### src/design/grs_pkg.sv
// Shared types and constants for the group reverse stream block.
`default_nettype none
package grs_pkg;

    localparam int MAX_GROUP  = 64;
    localparam int DATA_WIDTH = 32;
    localparam int CNT_W      = $clog2(MAX_GROUP + 1);
    localparam int CFG_W      = 7;

    typedef logic signed [DATA_WIDTH-1:0] t_data;
    typedef logic [CNT_W-1:0]             t_count;
    typedef logic [CFG_W-1:0]             t_cfg;

    // Shift command broadcast to every cell of the stack.
    typedef struct packed {
        logic push;
        logic pop;
    } t_shift_ctl;

    typedef enum logic {
        ST_FILL,
        ST_DRAIN
    } t_state;

endpackage
`default_nettype wire

### src/design/grs_cell.sv
// One storage cell of the shift stack: takes its older neighbor on pop, newer on push.
`default_nettype none
module grs_cell (
    input  wire                 i_clk,
    input  grs_pkg::t_shift_ctl i_ctl,
    input  grs_pkg::t_data      i_prev_data,
    input  grs_pkg::t_data      i_next_data,
    output grs_pkg::t_data      o_data
);
    import grs_pkg::*;

    t_data r_data;

    always_ff @(posedge i_clk) begin
        if (i_ctl.push) begin
            r_data <= i_prev_data;
        end else if (i_ctl.pop) begin
            r_data <= i_next_data;
        end
    end

    assign o_data = r_data;

endmodule
`default_nettype wire

### src/design/grs_ctrl.sv
// Fill/drain sequencer and output register of the group reverse stream.
`default_nettype none
module grs_ctrl (
    input  wire                 i_clk,
    input  wire                 i_rst_n,
    input  grs_pkg::t_cfg       i_group_size,
    input  wire                 i_s_tvalid,
    input  wire                 i_s_tlast,
    output logic                o_s_tready,
    input  grs_pkg::t_data      i_top_data,
    output grs_pkg::t_shift_ctl o_ctl,
    output logic                o_m_tvalid,
    input  wire                 i_m_tready,
    output grs_pkg::t_data      o_m_data,
    output logic                o_m_group_last,
    output logic                o_m_seq_last
);
    import grs_pkg::*;

    t_state r_state, n_state;
    t_count r_fill, n_fill;
    t_count r_remain, n_remain;
    logic   r_seq_end, n_seq_end;
    logic   r_out_valid, n_out_valid;
    t_data  r_out_data;
    logic   r_out_glast;
    logic   r_out_slast;

    t_count w_k;
    t_count w_fill_inc;
    logic   w_push;
    logic   w_load;

    // Group size zero acts as one; sizes above the stack depth saturate.
    always_comb begin
        if (i_group_size == '0) begin
            w_k = t_count'(1);
        end else if (32'(i_group_size) > 32'(MAX_GROUP)) begin
            w_k = t_count'(MAX_GROUP);
        end else begin
            w_k = t_count'(i_group_size);
        end
    end

    assign w_fill_inc = r_fill + t_count'(1);

    always_comb begin
        n_state     = r_state;
        n_fill      = r_fill;
        n_remain    = r_remain;
        n_seq_end   = r_seq_end;
        o_s_tready  = 1'b0;
        w_push      = 1'b0;
        w_load      = 1'b0;
        case (r_state)
            ST_FILL: begin
                o_s_tready = 1'b1;
                w_push     = i_s_tvalid;
                if (i_s_tvalid) begin
                    if (w_fill_inc >= w_k || i_s_tlast) begin
                        n_fill    = '0;
                        n_remain  = w_fill_inc;
                        n_seq_end = i_s_tlast;
                        n_state   = ST_DRAIN;
                    end else begin
                        n_fill = w_fill_inc;
                    end
                end
            end
            ST_DRAIN: begin
                w_load = !r_out_valid || i_m_tready;
                if (w_load) begin
                    n_remain = r_remain - t_count'(1);
                    if (r_remain == t_count'(1)) begin
                        n_state = ST_FILL;
                    end
                end
            end
            default: begin
                n_state = ST_FILL;
            end
        endcase
        if (w_load) begin
            n_out_valid = 1'b1;
        end else if (i_m_tready) begin
            n_out_valid = 1'b0;
        end else begin
            n_out_valid = r_out_valid;
        end
    end

    always_ff @(posedge i_clk) begin
        if (!i_rst_n) begin
            r_state     <= ST_FILL;
            r_fill      <= '0;
            r_remain    <= '0;
            r_seq_end   <= 1'b0;
            r_out_valid <= 1'b0;
        end else begin
            r_state     <= n_state;
            r_fill      <= n_fill;
            r_remain    <= n_remain;
            r_seq_end   <= n_seq_end;
            r_out_valid <= n_out_valid;
        end
    end

    always_ff @(posedge i_clk) begin
        if (w_load) begin
            r_out_data  <= i_top_data;
            r_out_glast <= (r_remain == t_count'(1));
            r_out_slast <= (r_remain == t_count'(1)) && r_seq_end;
        end
    end

    assign o_ctl.push     = w_push;
    assign o_ctl.pop      = w_load;
    assign o_m_tvalid     = r_out_valid;
    assign o_m_data       = r_out_data;
    assign o_m_group_last = r_out_glast;
    assign o_m_seq_last   = r_out_slast;

endmodule
`default_nettype wire

### src/design/group_reverse_stream.sv
// Top level of the group reverse stream: config register, cell stack, sequencer.
//
//  Channel | Direction | Handshake                | Payload
//  --------+-----------+--------------------------+------------------------------------
//  s       | in        | i_s_tvalid / o_s_tready  | tdata element_value, tlast seq end
//  m       | out       | o_m_tvalid / i_m_tready  | tdata out_value, tlast group_last,
//          |           |                          | tuser sequence_last
//  cfg     | in        | i_cfg_valid / o_cfg_ready| group_size (7 bits)
//
// Each element is pushed into the cell stack when it is accepted and popped out when the output
// register loads; input is held off while a group drains.
// The stack is a row of MAX_GROUP cells that all shift together on push or pop.
// Reset is synchronous, active low, and sets group_size to 1 with the stack empty.
// A stalled output holds its result while the next one waits in the stack.
`default_nettype none
module group_reverse_stream (
    input  wire                 i_clk,
    input  wire                 i_rst_n,
    input  wire                 i_s_tvalid,
    output logic                o_s_tready,
    input  grs_pkg::t_data      i_s_tdata,   // [31:0] element_value
    input  wire                 i_s_tlast,   // sequence_end
    output logic                o_m_tvalid,
    input  wire                 i_m_tready,
    output grs_pkg::t_data      o_m_tdata,   // [31:0] out_value
    output logic                o_m_tlast,   // group_last
    output logic                o_m_tuser,   // [0] sequence_last
    input  wire                 i_cfg_valid,
    output logic                o_cfg_ready,
    input  grs_pkg::t_cfg       i_cfg_data
);
    import grs_pkg::*;

    t_cfg       r_group_size;
    t_shift_ctl w_ctl;
    t_data      w_cell_data [MAX_GROUP];

    assign o_cfg_ready = 1'b1;

    always_ff @(posedge i_clk) begin
        if (!i_rst_n) begin
            r_group_size <= t_cfg'(1);
        end else if (i_cfg_valid) begin
            r_group_size <= i_cfg_data;
        end
    end

    // Cell 0 holds the newest element; pushes move data toward the deep end.
    for (genvar g = 0; g < MAX_GROUP; g++) begin : g_cell
        t_data w_prev;
        t_data w_next;
        if (g == 0) begin : g_head
            assign w_prev = i_s_tdata;
        end else begin : g_body
            assign w_prev = w_cell_data[g-1];
        end
        if (g == MAX_GROUP - 1) begin : g_tail
            assign w_next = '0;
        end else begin : g_link
            assign w_next = w_cell_data[g+1];
        end
        grs_cell u_cell (
            .i_clk       (i_clk),
            .i_ctl       (w_ctl),
            .i_prev_data (w_prev),
            .i_next_data (w_next),
            .o_data      (w_cell_data[g])
        );
    end

    grs_ctrl u_ctrl (
        .i_clk          (i_clk),
        .i_rst_n        (i_rst_n),
        .i_group_size   (r_group_size),
        .i_s_tvalid     (i_s_tvalid),
        .i_s_tlast      (i_s_tlast),
        .o_s_tready     (o_s_tready),
        .i_top_data     (w_cell_data[0]),
        .o_ctl          (w_ctl),
        .o_m_tvalid     (o_m_tvalid),
        .i_m_tready     (i_m_tready),
        .o_m_data       (o_m_tdata),
        .o_m_group_last (o_m_tlast),
        .o_m_seq_last   (o_m_tuser)
    );

    a_no_push_pop: assert property (@(posedge i_clk) disable iff (!i_rst_n)
        !(w_ctl.push && w_ctl.pop))
        else $error("stack pushed and popped in the same cycle");

    a_pop_blocks_input: assert property (@(posedge i_clk) disable iff (!i_rst_n)
        w_ctl.pop |-> !o_s_tready)
        else $error("input accepted while a group drains");

    a_end_starts_drain: assert property (@(posedge i_clk) disable iff (!i_rst_n)
        (i_s_tvalid && o_s_tready && i_s_tlast) |=> !o_s_tready)
        else $error("sequence end did not close the group");

    a_seq_last_on_group_last: assert property (@(posedge i_clk) disable iff (!i_rst_n)
        (o_m_tvalid && o_m_tuser) |-> o_m_tlast)
        else $error("sequence end flagged on a result that does not close a group");

endmodule
`default_nettype wire

### config.mk
export PLATFORM = sky130hd
export DESIGN_NAME = group_reverse_stream
export DESIGN_NICKNAME = d
export VERILOG_FILES = /design/src/design/grs_pkg.sv /design/src/design/grs_cell.sv /design/src/design/grs_ctrl.sv /design/src/design/group_reverse_stream.sv
export SDC_FILE = /design/constraint.sdc
export NUM_CORES = 2
export LEC_CHECK = 0
export CAP_MARGIN = 40
export CORE_UTILIZATION = 45
export CTS_BUF_LIST = sky130_fd_sc_hd__clkbuf_2 sky130_fd_sc_hd__clkbuf_4 sky130_fd_sc_hd__clkbuf_8
export CTS_CLUSTER_DIAMETER = 120
export DETAILED_ROUTE_END_ITERATION = 8
export DONT_BUFFER_PORTS = 1
export GPL_TIMING_DRIVEN = 0
export PLACE_DENSITY = 0.61
export SKIP_CTS_REPAIR_TIMING = 1
export SLEW_MARGIN = 25
export SYNTH_ARGS = -nofsm -noshare
export SYNTH_HDL_FRONTEND = slang
export SYNTH_SLANG_ARGS = --single-unit
### constraint.sdc
create_clock -name i_clk -period 46.6 [get_ports i_clk]
set_input_delay 2.33 -clock i_clk [delete_from_list [all_inputs] [get_ports i_clk]]
set_output_delay 2.33 -clock i_clk [all_outputs]
set_load 0.005 [all_outputs]
Word-level counts from Yosys, hierarchy flattened
Cells that the tools add are included.
{"block": "word_totals", "reg_bits": 2106, "latch_bits": 0, "ramBits": 0, "mem_bits_ro": 0, "input_bits": 45, "output_inout_bits": 37, "elab_cells": 237, "n_memories": 0}
{"block": "classes", "n_addsub": 2, "mul": 0, "div": 0, "n_lt_le_gt_ge": 2, "eq_ne": 4, "shifts": 0, "muxes": 145, "n_bitwise": 1, "reduce_logical": 10}
{"op": "32-bit 2-to-1 mux", "count": 128}
{"op": "7-bit 2-to-1 mux", "count": 6}
{"op": "7-bit case mux with 2 select lines", "count": 1}
{"op": "1-bit 2-to-1 mux", "count": 9}
{"op": "7-bit by 1-bit adder with 7-bit output (second input constant)", "count": 1}
{"op": "7-bit by 1-bit equality test with 1-bit output (second input constant)", "count": 1}
{"op": "7-bit >= comparator", "count": 1}
{"op": "7-bit greater-than comparator (second input constant)", "count": 1}
{"op": "7-bit zero test", "count": 1}
{"op": "7-bit by 1-bit subtractor with 7-bit output (second input constant)", "count": 1}
{"op": "3-bit AND reduction", "count": 2}
{"op": "2-bit != test (second input constant)", "count": 2}
{"op": "2-bit nonzero test", "count": 2}
{"op": "1-bit logical OR", "count": 2}
{"op": "2-bit by 1-bit != test with 1-bit output (second input constant)", "count": 1}
{"op": "1-bit case mux with 2 select lines", "count": 1}
{"op": "2-bit AND reduction", "count": 1}
{"op": "1-bit logical AND", "count": 1}
{"op": "1-bit zero test", "count": 1}
{"op": "1-bit NOT", "count": 1}

Longest topological paths before layout
{"block": "logic_depth", "depth_word": 8, "ltp_mapped": 11}

Cells and area by module
Synthesis repeated with hierarchy kept, for this count alone.
{"block": "hier_totals", "hier_cells": 4637, "hier_area_um2": 99063.8}
{"module": "grs_cell", "instances": 64, "cells_per_inst": 69, "area_each_um2": 1507.7, "seq_area_each_um2": 960.9}
{"module": "grs_ctrl", "instances": 1, "cells_per_inst": 196, "area_each_um2": 2293.4, "seq_area_each_um2": 1361.3}
{"module": "group_reverse_stream", "instances": 1, "cells_per_inst": 25, "area_each_um2": 277.8, "seq_area_each_um2": 140.1}

Worst setup path after synthesis
OpenSTA, ideal clock, no wires.
{"block": "synth_timing", "kind": "input -> register", "start": "in i_m_tready", "end": "reg g_cell[0].u_cell.r_data[0], enable pin", "setup_ns": 13.855, "t_arrival_ns": 35.487, "required_time_ns": 32.745, "slack_ns": -2.741, "path_stages": 3, "n_path_buf": 0, "path_cell_list": "nand2b_1 > nand2_1 > nand2_1"}
{"block": "synth_between", "elab_chain_len": 3}
{"element": "start: declaration", "line": "group_reverse_stream.sv:24", "rtl": "input wire i_m_tready,"}
{"element": "1-bit logical OR", "line": "grs_ctrl.sv:71", "rtl": "w_load = !r_out_valid || i_m_tready;"}
{"element": "1-bit 2-to-1 mux", "line": "grs_ctrl.sv:55", "rtl": "case (r_state)"}
{"element": "2-bit nonzero test (no line)"}
{"element": "end signal: assignment", "line": "grs_cell.sv:16", "rtl": "r_data <= i_prev_data;"}
{"element": "end signal: assignment", "line": "grs_cell.sv:18", "rtl": "r_data <= i_next_data;"}
{"element": "end: declaration", "line": "grs_cell.sv:12", "rtl": "t_data r_data;"}
Every way passes these cells.
A chain may end at the register's enable or synchronous reset.

Worst setup path after layout
{"block": "layout_timing", "start": "in i_m_tready", "end": "reg g_cell[0].u_cell.r_data[19], enable pin"}
The elaborated chain is that of the path after synthesis.

==> results by group <==
Worst setup path
  • Worst setup SP type: input pin
  • CP startpoint: i_m_tready
  • Critical path class: input pin to flip-flop
  • Arrival @ worst endpoint: ~5.8 ns
  • R2R depth: 10
  • Crit path max fanout: 93
  • R2r endpoint: g_cell[0].u_cell.o_data[19]$_DFFE_PP_
  • Required time worst endpoint: 47.29 ns
  • Reg2reg start: u_ctrl.r_state$_SDFF_PN0_
  • Reg2Reg Setup Slack: 42.24 ns
  • CP Capture Type: flip-flop

Drt
  • Total Wirelength: just over 200 mm
  • Drt initial violations: 5306
  • Vias: 59700
  • Routed Antenna Nets: 0
  • DRC: 4
  • Wirelength per Cell: between 15 and 20 µm
  • DRT Pass-1 Iters: 8
  • Drt via density: about 4.9

Floorplanning
  • Chip Width: 447 µm
  • Die height: ~450 µm
  • DIE AREA: between 200000 and 250000 µm²
  • Core Area: 197000 µm²
  • Initial Util: 0.453
  • Cell row count: 163
  • I/O pin total: 82

Clock network
  • Sink Count: 2106
  • Skew-Pair Late Insertion Delay: roughly 1.1 ns
  • CTS root buf: clkbuf_8
  • CTS tree: built
  • CTS Buf Count: 372
  • CTS clk-pin slew, worst paths: approximately 0.060 ns
  • H-tree levels: 5
  • Max clock buf depth: 4

Yosys
  • Syn nets: 8857
  • Area of the mapped netlist: 89300 µm²
  • Synth warn: 0
  • Top-count cell post-synth: nand2_1
  • Syn_area_per_cell: 10.1 µm²
  • EDFF count, synth: ~2100
  • Synth Flop Type: edfxtp_1
  • Area contributors post-synth: edfxtp_1 (70%), nand2_1 (26%), buf_2 (2.2%)
  • Synth area leader: edfxtp_1
  • Commonest cells post-synth: nand2_1 (6085), edfxtp_1 (2082), buf_2 (395), and2_1 (33), buf_4 (33)
  • Post-synth ARST share: 0
  • Count of cell types in the netlist: 45
  • Number of synthesized register bits: 2106
  • Sequential fraction of the synthesis area: 0.706
  • Share of the synthesized area in the top cell type: 0.700
  • Cells after synthesis: 8802

Outcome
  • Run status: complete, but fails checks
  • Failing checks: DRC

Power
  • Sw frac: 0.277
  • Clk pwr share: 0.312
  • Total design power: between 5 and 6 mW
  • Pleak: 44.7 nW
  • Worst vdd ir: between 20 and 30 µV
  • Net Switching: 1.40 mW
  • Pwr dens: about 50 nW/µm²
  • Share of power burned in registers: 0.560
  • Logic pwr share: 0.128
  • Pint: 3.65 mW

STA
  • Max Clock Skew: approximately 0.076 ns
  • Hold Slack: 0.444 ns
  • Least-Margin Pin Slew: 0.888 ns
  • Final Slew Violations: 0
  • Final setup viols: 0
  • Unrepaired setup endpoints after global routing: false
  • Sum of negative setup slack: 0 ns
  • Fin crit period: 5.13 ns
  • Achievable Freq: roughly 200 MHz
  • Fin crit share: 0.110
  • Setup WS post-layout: 41.47 ns
  • Slew Limit Headroom: 0.408
  • Fin. Hold Viols: 0

Placed design
  • Place WS: 40.37 ns
  • Buffers on Ports: 0
  • Placed inst area: 93300 µm²
  • RePlAce Congestion: 0.811
  • HPWL Detailed: 144 mm

GRT
  • Overall Global Routing Usage: 0.201
  • First-pass GRT wire length: approximately 320 mm
  • Vias in the first global route: ~60000
  • Largest net degree at the start of global routing: 96
  • Initial antenna violation count: 4
  • Gr ovfl total: 0

Worst hold path
  • End of the worst hold path: u_ctrl.o_m_data[29]$_DFFE_PP_
  • Hold_sp: g_cell[0].u_cell.o_data[29]$_DFFE_PP_
  • Worst hold path depth: 0
  • Worst hold path class: flip-flop to flip-flop

Final layout
  • Ratio of cells with drive above 1 in the final layout: 0.106
  • Fillcell total: roughly 18000
  • Final nets: around 9300
  • Design area: ~100000 µm²
  • Reg area: between 60000 and 70000 µm²
  • Synth-to-Final Area Change: 11.9%
  • Multi-input logic area: 23900 µm²

Job
  • Max-cap violations: 0
## sequential cells by signal, summed over array words and instances, names as in the netlist
name,flops
u_ctrl.r_fill,7
u_ctrl.r_seq_end,1
g_cell.u_cell.o_data,2048
u_ctrl.o_m_tvalid,1
u_ctrl.r_remain,7
u_ctrl.o_m_group_last,1
u_ctrl.o_m_seq_last,1
r_group_size,7
u_ctrl.r_state,1
u_ctrl.o_m_data,32
## per-layer routing
layer	share of wire	global-route usage
met1	0.46	0.282
met2	0.47	0.321
met3	0.051	0.0301
met4	0.023	0.0627
met5	0	0
## placed cells by master (no fill, tap or decap), drive strengths merged, types with 11 or more instances in the layout
| master | count |
|---|---|
| o21ai | 11 |
| dfxtp | 24 |
| clkbuf | 539 |
| edfxtp | 2082 |
| clkinv | 76 |
| buf | 462 |
| diode | 12 |
| nand2 | 6085 |
| and2 | 33 |
| nor2 | 17 |
## layout make-up
class	instances	share of cell area
well taps	2640	0.0331
inverters	6	0.000225
plain buffers	462	0.0239
flip-flops and latches	2106	0.631
clock inverters	80	0.00336
multi-input cells	6228	0.239
clock buffers	512	0.0623
repair buffers	27	0.00736
diodes	12	0.000301
## worst max-delay path by stage
stage                                                        to  slack, ns  cells after the start
after CTS                  g_cell[7].u_cell.o_data[9]$_DFFE_PP_      41.53                      9
after global placement    g_cell[0].u_cell.o_data[16]$_DFFE_PP_       6.99                      3
after global routing      g_cell[1].u_cell.o_data[16]$_DFFE_PP_      41.28                      9
after floorplan                 u_ctrl.r_remain[2]$_SDFFE_PN0P_      17.38                      5
after detailed placement  g_cell[0].u_cell.o_data[16]$_DFFE_PP_      40.37                      9
final                     g_cell[0].u_cell.o_data[19]$_DFFE_PP_      41.47                      9
## worst max-delay path, cell delays in order
cell and delay [ns]:
nand2b_1 0.12, nand2_1 0.25, nand2_8 0.39, buf_16 0.38
buf_16 0.41, buf_16 0.42, buf_16 0.42, buf_16 0.37
buf_16 0.38
## kinds of logic (layout without fill, tap and decap cells)
group                      count (synthesis)  count (layout)  share of synthesized area
and+or+nand+nor                         6164            6164                      0.261
muxes                                      8               8                   0.000897
AOI/OAI and AO/OA                         40              40                    0.00321
other                                      1              13                  0.0000420
adders and majority gates                 10              10                    0.00140
buffers and inverters                    468            1087                     0.0270
DFF                                     2106            2106                      0.706
xor gates and xnor gates                   5               5                   0.000491
## power by group through the flow
stage,combinational [mW],clock (mW),sequential (mW)
floorplan,0.471,0,3.05
global placement,0.613,0,3.29
detailed placement,0.653,0,2.86
CTS,0.655,1.61,2.83
global route,0.747,1.69,2.87
finish,0.644,1.58,2.83
## through the flow
| step | instances | util |
|---|---|---|
| floorplan | 8802 | - |
| global placement | 11400 | 0.469 |
| detailed placement | 11500 | 0.473 |
| CTS | 12100 | 0.506 |
| global route | 12100 | 0.506 |
| finish | 12100 | 0.507 |
Power figures use the tool's default switching activity.
